File: src/sv/srt_pkg.sv
// ----------------------------------------------------------------------------
// Segment retransmit tracker package
// Field widths, request and status codes, and the controller interface types.
// ----------------------------------------------------------------------------
package srt_pkg;

	localparam int MAX_SEGMENTS_DEF = 1024;

	localparam int REQ_W      = 3;
	localparam int INDEX_W    = 16;
	localparam int STATUS_W   = 3;
	localparam int FOUND_W    = 10;
	localparam int OFFSET_W   = 26;
	localparam int LENGTH_W   = 16;
	localparam int PENDING_W  = 11;
	localparam int SEG_SIZE_W = 16;
	localparam int MSG_SIZE_W = 32;
	localparam int APB_DATA_W = 32;
	localparam int APB_ADDR_W = 3;

	// The bitmap is stored as rows of one word each.
	localparam int WORD_W    = 32;
	localparam int WORD_LOG  = 5;
	localparam int DIV_STEPS = 32;

	localparam logic [SEG_SIZE_W-1:0] SEG_SIZE_RST = 16'd1024;
	localparam logic [MSG_SIZE_W-1:0] MSG_SIZE_RST = 32'd0;

	localparam logic REG_SEG_SIZE = 1'b0;
	localparam logic REG_MSG_SIZE = 1'b1;

	localparam logic [REQ_W-1:0] REQ_INIT   = 3'd0;
	localparam logic [REQ_W-1:0] REQ_NEXT   = 3'd1;
	localparam logic [REQ_W-1:0] REQ_LOOKUP = 3'd2;
	localparam logic [REQ_W-1:0] REQ_ACK    = 3'd3;
	localparam logic [REQ_W-1:0] REQ_RETX   = 3'd4;

	localparam logic [STATUS_W-1:0] ST_OK          = 3'd0;
	localparam logic [STATUS_W-1:0] ST_NOT_INIT    = 3'd1;
	localparam logic [STATUS_W-1:0] ST_NOT_PENDING = 3'd2;
	localparam logic [STATUS_W-1:0] ST_TOO_MANY    = 3'd3;
	localparam logic [STATUS_W-1:0] ST_IGNORED     = 3'd4;

	typedef struct packed {
		logic                capture;
		logic                div_start;
		logic                init_commit;
		logic                sweep_en;
		logic                set_ready;
		logic                map_clear;
		logic                map_set;
		logic                stage_seg;
		logic                stage_status;
		logic [STATUS_W-1:0] status;
		logic                mul_en;
		logic                out_load;
	} srt_cmd_t;

	typedef struct packed {
		logic req_init;
		logic req_next;
		logic req_lookup;
		logic req_ack;
		logic req_retx;
		logic ready;
		logic in_range;
		logic any_pending;
		logic bit_set;
		logic div_done;
		logic too_many;
		logic sweep_last;
		logic out_free;
	} srt_stat_t;

endpackage

File: src/sv/srt_div.sv
// ----------------------------------------------------------------------------
// Segment retransmit tracker divider
// Restoring divider that produces one quotient bit per cycle.
// ----------------------------------------------------------------------------
module srt_div (
	input  logic                           clk,
	input  logic                           arst_n,
	input  logic                           start,
	input  logic [srt_pkg::MSG_SIZE_W-1:0] dividend,
	input  logic [srt_pkg::SEG_SIZE_W-1:0] divisor,
	output logic [srt_pkg::MSG_SIZE_W-1:0] quotient,
	output logic                           rem_nz,
	output logic                           done
);
	import srt_pkg::*;

	localparam int STEP_W = $clog2(DIV_STEPS);

	logic [MSG_SIZE_W-1:0] quo_q;
	logic [SEG_SIZE_W-1:0] rem_q;
	logic [SEG_SIZE_W-1:0] dvs_q;
	logic [STEP_W-1:0]     step_q;
	logic                  busy_q;
	logic                  done_q;
	logic [SEG_SIZE_W:0]   shifted;
	logic [SEG_SIZE_W:0]   diff;
	logic                  fits;

	// The dividend shifts out at the top while quotient bits enter at the bottom.
	assign shifted = {rem_q, quo_q[MSG_SIZE_W-1]};
	assign diff    = shifted - {1'b0, dvs_q};
	assign fits    = shifted >= {1'b0, dvs_q};

	always_ff @(posedge clk) begin
		if (start) begin
			quo_q <= dividend;
			rem_q <= '0;
			dvs_q <= divisor;
		end else if (busy_q) begin
			quo_q <= {quo_q[MSG_SIZE_W-2:0], fits};
			rem_q <= fits ? diff[SEG_SIZE_W-1:0] : shifted[SEG_SIZE_W-1:0];
		end
	end

	always_ff @(posedge clk or negedge arst_n) begin
		if (!arst_n) begin
			step_q <= '0;
			busy_q <= 1'b0;
			done_q <= 1'b0;
		end else if (start) begin
			step_q <= '0;
			busy_q <= 1'b1;
			done_q <= 1'b0;
		end else if (busy_q) begin
			step_q <= step_q + STEP_W'(1);
			if (step_q == STEP_W'(DIV_STEPS - 1)) begin
				busy_q <= 1'b0;
				done_q <= 1'b1;
			end
		end
	end

	assign quotient = quo_q;
	assign rem_nz   = |rem_q;
	assign done     = done_q;

endmodule

File: src/sv/srt_map.sv
// ----------------------------------------------------------------------------
// Segment retransmit tracker pending map
// Bitmap memory in word rows with a per-row summary of rows holding set bits.
// ----------------------------------------------------------------------------
module srt_map #(
	parameter int ROWS   = 32,
	parameter int ROW_AW = 5
) (
	input  logic                       clk,
	input  logic                       arst_n,
	input  logic                       wr_en,
	input  logic [ROW_AW-1:0]          wr_row,
	input  logic [srt_pkg::WORD_W-1:0] wr_word,
	input  logic                       rd_en,
	input  logic [ROW_AW-1:0]          rd_row,
	output logic [srt_pkg::WORD_W-1:0] rd_word,
	output logic [ROW_AW-1:0]          first_row,
	output logic                       any_set
);
	import srt_pkg::*;

	logic [WORD_W-1:0] mem_q [ROWS];
	logic [WORD_W-1:0] rd_word_q;
	logic [ROWS-1:0]   sum_q;

	// Rows can be read before the init sweep, but a read word is used only after it has written all of them.
	always_ff @(posedge clk) begin
		if (wr_en) begin
			mem_q[wr_row] <= wr_word;
		end
		if (rd_en) begin
			rd_word_q <= mem_q[rd_row];
		end
	end

	always_ff @(posedge clk or negedge arst_n) begin
		if (!arst_n) begin
			sum_q <= '0;
		end else if (wr_en) begin
			sum_q[wr_row] <= |wr_word;
		end
	end

	always_comb begin
		first_row = '0;
		for (int i = ROWS - 1; i >= 0; i--) begin
			if (sum_q[i]) begin
				first_row = ROW_AW'(i);
			end
		end
	end

	assign any_set = |sum_q;
	assign rd_word = rd_word_q;

endmodule

File: src/sv/srt_dp.sv
// ----------------------------------------------------------------------------
// Segment retransmit tracker datapath
// Request capture, counters, bitmap updates, offset multiply and result register.
// ----------------------------------------------------------------------------
module srt_dp #(
	parameter int MAX_SEGMENTS = srt_pkg::MAX_SEGMENTS_DEF
) (
	input  logic                           clk,
	input  logic                           arst_n,
	input  srt_pkg::srt_cmd_t              cmd,
	output srt_pkg::srt_stat_t             stat,
	input  logic [srt_pkg::SEG_SIZE_W-1:0] seg_size,
	input  logic [srt_pkg::MSG_SIZE_W-1:0] msg_size,
	input  logic [srt_pkg::REQ_W-1:0]      req_type,
	input  logic [srt_pkg::INDEX_W-1:0]    seg_index,
	input  logic                           out_ready,
	output logic                           out_valid,
	output logic [srt_pkg::STATUS_W-1:0]   status,
	output logic [srt_pkg::FOUND_W-1:0]    found_index,
	output logic [srt_pkg::OFFSET_W-1:0]   seg_offset,
	output logic [srt_pkg::LENGTH_W-1:0]   seg_length,
	output logic [srt_pkg::PENDING_W-1:0]  pending_left
);
	import srt_pkg::*;

	localparam int ROWS    = (MAX_SEGMENTS + WORD_W - 1) / WORD_W;
	localparam int ROW_AW  = (ROWS > 1) ? $clog2(ROWS) : 1;
	localparam int IDX_W   = ROW_AW + WORD_LOG;
	localparam int CNT_W   = $clog2(MAX_SEGMENTS + 1);
	localparam int CMP_W   = ((IDX_W + 1) > CNT_W) ? (IDX_W + 1) : CNT_W;
	localparam int RANGE_W = (INDEX_W > CNT_W) ? INDEX_W : CNT_W;
	localparam int QCNT_W  = MSG_SIZE_W + 1;

	logic [REQ_W-1:0]      req_q;
	logic [INDEX_W-1:0]    idx_q;
	logic [ROW_AW-1:0]     row_q;
	logic                  in_range_q;
	logic                  any_q;
	logic                  ready_q;
	logic [CNT_W-1:0]      seg_total_q;
	logic [CNT_W-1:0]      pend_total_q;
	logic [ROW_AW-1:0]     sweep_q;
	logic [SEG_SIZE_W-1:0] lseg_q;
	logic [MSG_SIZE_W-1:0] lmsg_q;
	logic [STATUS_W-1:0]   res_status_q;
	logic                  res_seg_q;
	logic [IDX_W-1:0]      res_found_q;
	logic [MSG_SIZE_W-1:0] off_q;
	logic                  out_valid_q;
	logic [STATUS_W-1:0]   out_status_q;
	logic [FOUND_W-1:0]    out_found_q;
	logic [OFFSET_W-1:0]   out_off_q;
	logic [LENGTH_W-1:0]   out_len_q;
	logic [PENDING_W-1:0]  out_pend_q;

	logic [SEG_SIZE_W-1:0] seg_eff;
	logic [MSG_SIZE_W-1:0] quotient;
	logic                  rem_nz;
	logic                  div_done;
	logic [QCNT_W-1:0]     count;
	logic [ROW_AW-1:0]     rd_row;
	logic [ROW_AW-1:0]     first_row;
	logic                  any_set;
	logic [WORD_W-1:0]     rd_word;
	logic                  wr_en;
	logic [ROW_AW-1:0]     wr_row;
	logic [WORD_W-1:0]     wr_word;
	logic [WORD_W-1:0]     fill_word;
	logic [WORD_W-1:0]     bit_mask;
	logic [WORD_LOG-1:0]   bit_pos;
	logic [WORD_LOG-1:0]   low_bit;
	logic                  bit_set;
	logic [CMP_W-1:0]      fill_base;
	logic [CMP_W-1:0]      fill_cnt;
	logic [CMP_W-1:0]      fill_n;
	logic [MSG_SIZE_W-1:0] tail;
	logic [LENGTH_W-1:0]   len;
	logic                  out_free;

	// A zero segment size behaves as a size of one byte.
	assign seg_eff = (seg_size == '0) ? SEG_SIZE_W'(1) : seg_size;

	srt_div u_div (
		.clk      (clk),
		.arst_n   (arst_n),
		.start    (cmd.div_start),
		.dividend (msg_size),
		.divisor  (seg_eff),
		.quotient (quotient),
		.rem_nz   (rem_nz),
		.done     (div_done)
	);

	// Segment count rounds up when the division leaves a remainder.
	assign count = {1'b0, quotient} + QCNT_W'(rem_nz);

	assign rd_row  = (req_type == REQ_NEXT) ? first_row : seg_index[WORD_LOG +: ROW_AW];
	assign bit_pos = idx_q[WORD_LOG-1:0];
	assign bit_set = rd_word[bit_pos];
	assign bit_mask = WORD_W'(1) << bit_pos;

	always_comb begin
		low_bit = '0;
		for (int i = WORD_W - 1; i >= 0; i--) begin
			if (rd_word[i]) begin
				low_bit = WORD_LOG'(i);
			end
		end
	end

	// Init fill: each row gets ones for every segment below the count.
	assign fill_base = CMP_W'({sweep_q, {WORD_LOG{1'b0}}});
	assign fill_cnt  = CMP_W'(seg_total_q);
	assign fill_n    = fill_cnt - fill_base;

	always_comb begin
		if (fill_cnt >= fill_base + CMP_W'(WORD_W)) begin
			fill_word = '1;
		end else if (fill_cnt > fill_base) begin
			fill_word = ~({WORD_W{1'b1}} << fill_n[WORD_LOG-1:0]);
		end else begin
			fill_word = '0;
		end
	end

	assign wr_en = cmd.sweep_en | cmd.map_set | cmd.map_clear;

	always_comb begin
		if (cmd.sweep_en) begin
			wr_row  = sweep_q;
			wr_word = fill_word;
		end else if (cmd.map_set) begin
			wr_row  = row_q;
			wr_word = rd_word | bit_mask;
		end else begin
			wr_row  = row_q;
			wr_word = rd_word & ~bit_mask;
		end
	end

	srt_map #(
		.ROWS   (ROWS),
		.ROW_AW (ROW_AW)
	) u_map (
		.clk       (clk),
		.arst_n    (arst_n),
		.wr_en     (wr_en),
		.wr_row    (wr_row),
		.wr_word   (wr_word),
		.rd_en     (cmd.capture),
		.rd_row    (rd_row),
		.rd_word   (rd_word),
		.first_row (first_row),
		.any_set   (any_set)
	);

	// Length runs to the message end and never beyond one full segment.
	assign tail = (lmsg_q > off_q) ? (lmsg_q - off_q) : '0;
	assign len  = (tail > MSG_SIZE_W'(lseg_q)) ? lseg_q : tail[LENGTH_W-1:0];

	assign out_free = !out_valid_q || out_ready;

	always_ff @(posedge clk) begin
		if (cmd.capture) begin
			req_q      <= req_type;
			idx_q      <= seg_index;
			row_q      <= rd_row;
			in_range_q <= RANGE_W'(seg_index) < RANGE_W'(seg_total_q);
			any_q      <= any_set;
		end
		if (cmd.div_start) begin
			lseg_q <= seg_eff;
			lmsg_q <= msg_size;
		end
		if (cmd.stage_seg) begin
			res_status_q <= ST_OK;
			res_seg_q    <= 1'b1;
			res_found_q  <= (req_q == REQ_NEXT) ? {row_q, low_bit} : idx_q[IDX_W-1:0];
		end else if (cmd.stage_status) begin
			res_status_q <= cmd.status;
			res_seg_q    <= 1'b0;
		end
		if (cmd.mul_en) begin
			off_q <= MSG_SIZE_W'(res_found_q) * MSG_SIZE_W'(lseg_q);
		end
		if (cmd.out_load) begin
			out_status_q <= res_status_q;
			out_pend_q   <= PENDING_W'(pend_total_q);
			if (res_seg_q) begin
				out_found_q <= FOUND_W'(res_found_q);
				out_off_q   <= off_q[OFFSET_W-1:0];
				out_len_q   <= len;
			end else begin
				out_found_q <= '0;
				out_off_q   <= '0;
				out_len_q   <= '0;
			end
		end
	end

	always_ff @(posedge clk or negedge arst_n) begin
		if (!arst_n) begin
			ready_q      <= 1'b0;
			seg_total_q  <= '0;
			pend_total_q <= '0;
			sweep_q      <= '0;
			out_valid_q  <= 1'b0;
		end else begin
			if (cmd.init_commit) begin
				seg_total_q  <= CNT_W'(count);
				pend_total_q <= CNT_W'(count);
				sweep_q      <= '0;
			end else if (cmd.sweep_en) begin
				sweep_q <= sweep_q + ROW_AW'(1);
			end
			if (cmd.set_ready) begin
				ready_q <= 1'b1;
			end
			if (cmd.map_clear) begin
				pend_total_q <= pend_total_q - CNT_W'(1);
			end else if (cmd.map_set && !bit_set) begin
				pend_total_q <= pend_total_q + CNT_W'(1);
			end
			if (cmd.out_load) begin
				out_valid_q <= 1'b1;
			end else if (out_ready) begin
				out_valid_q <= 1'b0;
			end
		end
	end

	assign stat.req_init    = req_q == REQ_INIT;
	assign stat.req_next    = req_q == REQ_NEXT;
	assign stat.req_lookup  = req_q == REQ_LOOKUP;
	assign stat.req_ack     = req_q == REQ_ACK;
	assign stat.req_retx    = req_q == REQ_RETX;
	assign stat.ready       = ready_q;
	assign stat.in_range    = in_range_q;
	assign stat.any_pending = any_q;
	assign stat.bit_set     = bit_set;
	assign stat.div_done    = div_done;
	assign stat.too_many    = count > QCNT_W'(MAX_SEGMENTS);
	assign stat.sweep_last  = sweep_q == ROW_AW'(ROWS - 1);
	assign stat.out_free    = out_free;

	assign out_valid    = out_valid_q;
	assign status       = out_status_q;
	assign found_index  = out_found_q;
	assign seg_offset   = out_off_q;
	assign seg_length   = out_len_q;
	assign pending_left = out_pend_q;

endmodule

File: src/sv/srt_ctrl.sv
// ----------------------------------------------------------------------------
// Segment retransmit tracker controller
// Sequences each request through decode, division and sweep for init, update or multiply, and result hand-off.
// ----------------------------------------------------------------------------
module srt_ctrl (
	input  logic               clk,
	input  logic               arst_n,
	input  logic               in_valid,
	output logic               in_ready,
	input  srt_pkg::srt_stat_t stat,
	output srt_pkg::srt_cmd_t  cmd
);
	import srt_pkg::*;

	typedef enum logic [2:0] {
		S_IDLE,
		S_EVAL,
		S_DIV,
		S_SWEEP,
		S_MUL,
		S_OUT
	} state_t;

	state_t state_q;
	state_t state_d;

	always_comb begin
		cmd      = '0;
		state_d  = state_q;
		in_ready = 1'b0;
		unique case (state_q)
			S_IDLE: begin
				in_ready = 1'b1;
				if (in_valid) begin
					cmd.capture = 1'b1;
					state_d     = S_EVAL;
				end
			end
			S_EVAL: begin
				state_d          = S_OUT;
				cmd.stage_status = 1'b1;
				cmd.status       = ST_OK;
				priority if (stat.req_init) begin
					if (stat.ready) begin
						cmd.status = ST_IGNORED;
					end else begin
						cmd.stage_status = 1'b0;
						cmd.div_start    = 1'b1;
						state_d          = S_DIV;
					end
				end else if (!(stat.req_next || stat.req_lookup || stat.req_ack
						|| stat.req_retx)) begin
					cmd.status = ST_IGNORED;
				end else if (!stat.ready) begin
					cmd.status = ST_NOT_INIT;
				end else if (stat.req_next) begin
					if (stat.any_pending) begin
						cmd.stage_status = 1'b0;
						cmd.stage_seg    = 1'b1;
						state_d          = S_MUL;
					end else begin
						cmd.status = ST_NOT_PENDING;
					end
				end else if (!stat.in_range) begin
					cmd.status = ST_IGNORED;
				end else if (stat.req_lookup) begin
					if (stat.bit_set) begin
						cmd.stage_status = 1'b0;
						cmd.stage_seg    = 1'b1;
						state_d          = S_MUL;
					end else begin
						cmd.status = ST_NOT_PENDING;
					end
				end else if (stat.req_ack) begin
					if (stat.bit_set) begin
						cmd.map_clear = 1'b1;
					end else begin
						cmd.status = ST_NOT_PENDING;
					end
				end else begin
					cmd.map_set = 1'b1;
				end
			end
			S_DIV: begin
				if (stat.div_done) begin
					if (stat.too_many) begin
						cmd.stage_status = 1'b1;
						cmd.status       = ST_TOO_MANY;
						state_d          = S_OUT;
					end else begin
						cmd.init_commit = 1'b1;
						state_d         = S_SWEEP;
					end
				end
			end
			S_SWEEP: begin
				cmd.sweep_en = 1'b1;
				if (stat.sweep_last) begin
					cmd.set_ready    = 1'b1;
					cmd.stage_status = 1'b1;
					cmd.status       = ST_OK;
					state_d          = S_OUT;
				end
			end
			S_MUL: begin
				cmd.mul_en = 1'b1;
				state_d    = S_OUT;
			end
			S_OUT: begin
				if (stat.out_free) begin
					cmd.out_load = 1'b1;
					state_d      = S_IDLE;
				end
			end
			default: begin
				state_d = S_IDLE;
			end
		endcase
	end

	always_ff @(posedge clk or negedge arst_n) begin
		if (!arst_n) begin
			state_q <= S_IDLE;
		end else begin
			state_q <= state_d;
		end
	end

endmodule

File: src/sv/segment_retransmit_tracker_top.sv
// ----------------------------------------------------------------------------
// Segment retransmit tracker
// Pending-segment bitmap for one segmented message, with an APB register port.
// ----------------------------------------------------------------------------
// The block takes one request transaction at a time and returns exactly one
// result transaction for it. An acknowledge, a retransmit or any rejected
// request passes from acceptance through the registered bitmap read and the
// update or status stage to the result register; a next or lookup request
// passes through the registered bitmap read, the offset multiply and the result
// register. For an init request a restoring divider first computes the segment
// count, and the bitmap, kept as 32-bit rows in a memory with one read and one
// write port, is then filled one row per cycle. A new request is accepted as
// soon as the previous one has placed its result in the output register, even
// if that result has not yet been taken. The bitmap memory is not cleared after
// reset; its contents are not used until an init has filled it. The
// segment_size register sits at byte address 0 and message_size at byte
// address 4. Both are sampled only by an init request, and write transactions
// must only happen while the block is idle.
// ----------------------------------------------------------------------------
module segment_retransmit_tracker_top #(
	parameter int MAX_SEGMENTS = srt_pkg::MAX_SEGMENTS_DEF
) (
	input  logic                           clk,
	input  logic                           arst_n,
	// APB register port
	input  logic                           psel,
	input  logic                           penable,
	input  logic                           pwrite,
	input  logic [srt_pkg::APB_ADDR_W-1:0] paddr,
	input  logic [srt_pkg::APB_DATA_W-1:0] pwdata,
	output logic [srt_pkg::APB_DATA_W-1:0] prdata,
	output logic                           pready,
	// Request channel
	input  logic                           in_valid,
	output logic                           in_ready,
	input  logic [srt_pkg::REQ_W-1:0]      req_type,
	input  logic [srt_pkg::INDEX_W-1:0]    seg_index,
	// Result channel
	output logic                           out_valid,
	input  logic                           out_ready,
	output logic [srt_pkg::STATUS_W-1:0]   status,
	output logic [srt_pkg::FOUND_W-1:0]    found_index,
	output logic [srt_pkg::OFFSET_W-1:0]   seg_offset,
	output logic [srt_pkg::LENGTH_W-1:0]   seg_length,
	output logic [srt_pkg::PENDING_W-1:0]  pending_left
);
	import srt_pkg::*;

	logic [SEG_SIZE_W-1:0] seg_size_q;
	logic [MSG_SIZE_W-1:0] msg_size_q;
	logic                  reg_sel;
	logic                  cfg_wr;
	srt_cmd_t              cmd;
	srt_stat_t             stat;

	// Registers are decoded on the word address bit alone.
	assign reg_sel = paddr[2];
	assign pready  = 1'b1;
	assign cfg_wr  = psel && penable && pwrite;

	always_ff @(posedge clk or negedge arst_n) begin
		if (!arst_n) begin
			seg_size_q <= SEG_SIZE_RST;
			msg_size_q <= MSG_SIZE_RST;
		end else if (cfg_wr) begin
			if (reg_sel == REG_SEG_SIZE) begin
				seg_size_q <= pwdata[SEG_SIZE_W-1:0];
			end else begin
				msg_size_q <= pwdata[MSG_SIZE_W-1:0];
			end
		end
	end

	assign prdata = (reg_sel == REG_MSG_SIZE) ? msg_size_q : APB_DATA_W'(seg_size_q);

	// The controller steps each request; the datapath holds the bitmap, counters and results.
	srt_ctrl u_ctrl (
		.clk      (clk),
		.arst_n   (arst_n),
		.in_valid (in_valid),
		.in_ready (in_ready),
		.stat     (stat),
		.cmd      (cmd)
	);

	srt_dp #(
		.MAX_SEGMENTS (MAX_SEGMENTS)
	) u_dp (
		.clk          (clk),
		.arst_n       (arst_n),
		.cmd          (cmd),
		.stat         (stat),
		.seg_size     (seg_size_q),
		.msg_size     (msg_size_q),
		.req_type     (req_type),
		.seg_index    (seg_index),
		.out_ready    (out_ready),
		.out_valid    (out_valid),
		.status       (status),
		.found_index  (found_index),
		.seg_offset   (seg_offset),
		.seg_length   (seg_length),
		.pending_left (pending_left)
	);

endmodule

File: config.mk
export PLATFORM = sky130hd
export DESIGN_NAME = segment_retransmit_tracker_top
export DESIGN_NICKNAME = d
export VERILOG_FILES = /design/src/sv/srt_pkg.sv /design/src/sv/srt_div.sv /design/src/sv/srt_map.sv /design/src/sv/srt_dp.sv /design/src/sv/srt_ctrl.sv /design/src/sv/segment_retransmit_tracker_top.sv
export SDC_FILE = /design/constraint.sdc
export NUM_CORES = 2
export LEC_CHECK = 0
export BUFFER_PORTS_ARGS = -buffer_cell sky130_fd_sc_hd__clkbuf_2
export CAP_MARGIN = 20
export CORE_UTILIZATION = 50
export CTS_CLUSTER_DIAMETER = 60
export CTS_CLUSTER_SIZE = 40
export DETAILED_ROUTE_END_ITERATION = 8
export PLACE_DENSITY = 0.66
export SLEW_MARGIN = 20
export SYNTH_ARGS = -nofsm -noshare
export SYNTH_HDL_FRONTEND = slang
export SYNTH_SLANG_ARGS = --single-unit
File: constraint.sdc
create_clock -name clk -period 14.8 [get_ports clk]
set_input_delay 0 -clock clk [delete_from_list [all_inputs] [get_ports clk]]
set_output_delay 0 -clock clk [all_outputs]
set_load 0.05 [all_outputs]
==> results.json <==
{
  "status": "completed",
  "post-route-period-util": 0.433,
  "die_w_um": 364,
  "top_usage_layer": "met2",
  "syn_area_um2": 65400,
  "seqPwrFrac": 0.475,
  "die_y_um": 364,
  "cts-root-buf": "clkbuf_16",
  "synth_edf_count": 1258,
  "rows": 132,
  "port_buffers": 158,
  "vias": 42404,
  "ant_nets": 0,
  "p_per_area_nw_per_um2": 140,
  "finalHoldViolations": 0,
  "cts.hold.buffers_added": 80,
  "wire_per_inst_um": 25.5,
  "p_clk_frac": 0.301,
  "swShare": 0.323,
  "cp_top_family": "simple AND/OR/NAND/NOR gates",
  "clk_pin_slew_worst_paths_ns": 0.08,
  "finalSetupViolations": 0,
  "yosysWarnings": 0,
  "slew_headroom": 0.210,
  "ir_worst_vdd_uv": 104,
  "ioPinCount": 162,
  "start_util": 0.504,
  "synth_flop_cell": "edfxtp_1",
  "multiInputGateArea_um2": 22900,
  "holdCritStartpoint": "pwdata[20]",
  "htree_levels": 3,
  "crit_chain": "inv_1, ha_1, inv_1, fa_1, nand3_1, a21oi_1, o41a_1, o41a_1, a31o_1, nand3_1, nand3_1, and2_1, ha_1, a21oi_1, o211ai_1, nor4b_1, a21oi_1, a21oi_1, nor2_1, or4_1, a2111oi_4, nand4_4, mux2i_1",
  "leakage_nw": 26.8,
  "grt_use_met2": 0.460,
  "grt_setup_unrepaired": "no",
  "grt_pass1_wl_um": 264000,
  "total_power_mw": 10.2,
  "worstMarginPinSlew_ns": 1.18,
  "tns_ns": 0,
  "ctsResizeCount": 0,
  "async_flop_share": 0.0852,
  "crit_top_cell": "a21oi_1",
  "layout-drive-gt1-share": 0.143,
  "crit_path_top_delay_cell": "or4_1",
  "track_usage": 0.270,
  "post-cts-setup-buffer-count": 0,
  "drv_slew": 0,
  "path_class": "reg -> reg",
  "fill_cells": 10434,
  "clock_sinks": 1397,
  "synth.distinct_cells": 93,
  "worstPathRequired_ns": 15.31,
  "first_pass_iters": 6,
  "antenna_found_initial": 2,
  "synth_nets": 5384,
  "skew_ns": 0.0585,
  "globalRouteMet3Util": 0.0440,
  "min_path_type": "in -> reg",
  "overflow": 0,
  "p_int_mw": 6.90,
  "power.share.combinational": 0.223,
  "cts_tree": "done",
  "synth.ff_latch_count": 1397,
  "viasPerCell": 6.02,
  "grt_max_degree": 128,
  "start_kind": "flop",
  "use_met1": 0.350,
  "syn_to_final_growth_pct": 11.6,
  "crit_start": "u_dp.lmsg_q[0]",
  "nNetsFinal": 5536,
  "synth_seq_area_share": 0.629,
  "drt-initial-drc-count": 4197,
  "die-area_um2": 132000,
  "avgSynthCellArea_um2": 12.9,
  "crit_fanout": 17,
  "switchingPower_mw": 3.29,
  "clock_latency_ns": 0.75,
  "grt_pass1_vias": 41054,
  "numCtsBuffers": 100,
  "drc_errors": 0,
  "slowest_delay_ns": 0.58,
  "core_area_um2": 130000,
  "endpoint_kind": "flop",
  "path_buf_inv": 2,
  "gp_congestion": 0.946,
  "r2r-start": "u_dp.lmsg_q[0]",
  "max_freq_mhz": 156,
  "seq_area_um2": 41200,
  "syn-instance-count": 5063,
  "wirelength_um": 180000,
  "clock_path_buffers": 3,
  "critical_path_arrival_ns": 6.91,
  "drv_cap": 0,
  "dp_hpwl_um": 107000,
  "min_period_ns": 6.41
}
kinds of logic (layout without fill, tap and decap cells):
group	after synthesis	in the layout	synth area share
flops	1397	1397	0.629
other cells	1	2	0.0000574
fa+ha+maj	260	260	0.0626
simple gates	1459	1459	0.104
xor+xnor	73	73	0.00978
mux	471	471	0.0784
buf+inv	465	705	0.0279
compound gates	937	937	0.0879
Yosys cell counts (all sizes together), types with 8 or more instances:
cell | n | area share
edfxtp | 1258 | 0.58
nand2 | 746 | 0.043
a21oi | 362 | 0.028
mux2i | 236 | 0.036
mux2 | 225 | 0.039
nor2 | 216 | 0.012
clkbuf | 196 | 0.011
inv | 193 | 0.011
o21ai | 188 | 0.014
ha | 148 | 0.028
and2 | 139 | 0.013
dfrtp | 118 | 0.045
fa | 112 | 0.034
o22ai | 109 | 0.010
buf | 75 | 0.0055
or4 | 74 | 0.0085
a221oi | 67 | 0.0090
xnor2 | 51 | 0.0068
nor3 | 48 | 0.0037
nand3 | 42 | 0.0033
nand2b | 37 | 0.0035
nand4 | 32 | 0.0033
a21o | 31 | 0.0036
nor4 | 31 | 0.0030
xor2 | 22 | 0.0029
a31oi | 20 | 0.0019
dfxtp | 20 | 0.0061
or3 | 20 | 0.0019
and3 | 17 | 0.0016
o31ai | 16 | 0.0018
a211oi | 14 | 0.0017
o21a | 14 | 0.0016
o21bai | 14 | 0.0016
nor2b | 13 | 0.0012
a22oi | 10 | 0.0011
mux4 | 10 | 0.0034
nor3b | 10 | 0.0011
or2 | 10 | 0.00096
a2111oi | 8 | 0.0014
o211ai | 8 | 0.00092
layout make-up:
cell class                 count  share of cell area
inverter                     194              0.0101
clock inverter                87              0.0165
tap                         1742              0.0299
antenna                        1           0.0000343
multi-input combinational   3201               0.313
timing repair buffer         321              0.0315
clock buffer                 103              0.0347
sequential                  1397               0.564
sequential cells by signal (all words and copies together), names as in the netlist, 11 cells and up:
register,count
u_dp.u_map.mem_q,1024
u_dp.u_map.rd_word,32
u_dp.u_div.rem_q,16
u_dp.seg_length,16
msg_size_q,32
u_dp.lmsg_q,32
u_dp.off_q,26
u_dp.u_map.sum_q,32
seg_size_q,16
u_dp.pend_total_q,11
u_dp.fill_cnt,11
u_dp.pending_left,11
u_dp.u_div.quotient,32
u_dp.seg_offset,26
u_dp.u_div.dvs_q,16
cells in the final DEF, fill, tap and decap left out, types with 78 or more instances in the layout:
cell type / Yosys / final
and2_1: 138 / 137
mux2i_1: 235 / 235
buf_4: 2 / 78
dlygate4sd3_1: 0 / 79
clkbuf_2: 0 / 157
o21ai_0: 185 / 176
clkbuf_16: 0 / 101
dfrtp_1: 118 / 118
fa_1: 112 / 112
nand2_1: 743 / 739
inv_1: 190 / 189
a21oi_1: 358 / 357
mux2_2: 225 / 225
ha_1: 148 / 148
o22ai_1: 109 / 106
nor2_1: 216 / 180
edfxtp_1: 1258 / 1258
power by group through the flow:
| stage | sequential [mW] | combinational (mW) | clock (mW) |
|---|---|---|---|
| 5_1_grt | 4.86 | 2.47 | 3.24 |
| 6_report | 4.84 | 2.27 | 3.07 |
| 4_1_cts | 4.84 | 2.26 | 3.10 |
| 2_1_floorplan | 5.07 | 1.40 | 0 |
| 3_5_place_dp | 4.93 | 2.22 | 0 |
| 3_3_place_gp | 4.92 | 2.20 | 0 |
metrics by stage:
stage	setup slack [ns]	hold WS (ns)	cell area, um^2	util	instances
6_report	8.39	0.0448	73000	0.563	7046
2_1_floorplan	8.60	-0.296	65400	-	5063
4_1_cts	8.43	0.00497	72900	0.562	7044
3_3_place_gp	8.52	0.107	68200	0.526	6770
5_1_grt	7.95	0.0378	73000	0.563	7045
3_5_place_dp	8.52	0.118	68300	0.527	6774
layer usage:
layer  vias to the layer above  wire length [um]  share of wire
met3                       363             12900          0.072
met1                     21205             71500           0.40
met5                         -                13       0.000072
met2                      1800             88100           0.49
li1                      19034                 -              -
met4                         2              7160          0.040
worst min-delay path, cell delays in order:
cell and delay, ns:
dlygate4sd3_1 0.52, clkbuf_2 0.09, mux2_2 0.13
final timing paths:
check / to / slack (ns) / cells past startpoint
worst max-delay path: u_dp.seg_length[1] / 8.39 / 23
worst min-delay path: msg_size_q[20] / 0.04 / 3
worst max register to register: u_dp.seg_length[1] / 8.39 / 23
worst min register to register: u_dp.status[2] / 0.45 / 0
max in group asynchronous: u_dp.u_map.sum_q[18] / 13.52 / 4
min in group asynchronous: seg_size_q[10] / 0.36 / 3
Power figures use the tool's default switching activity.
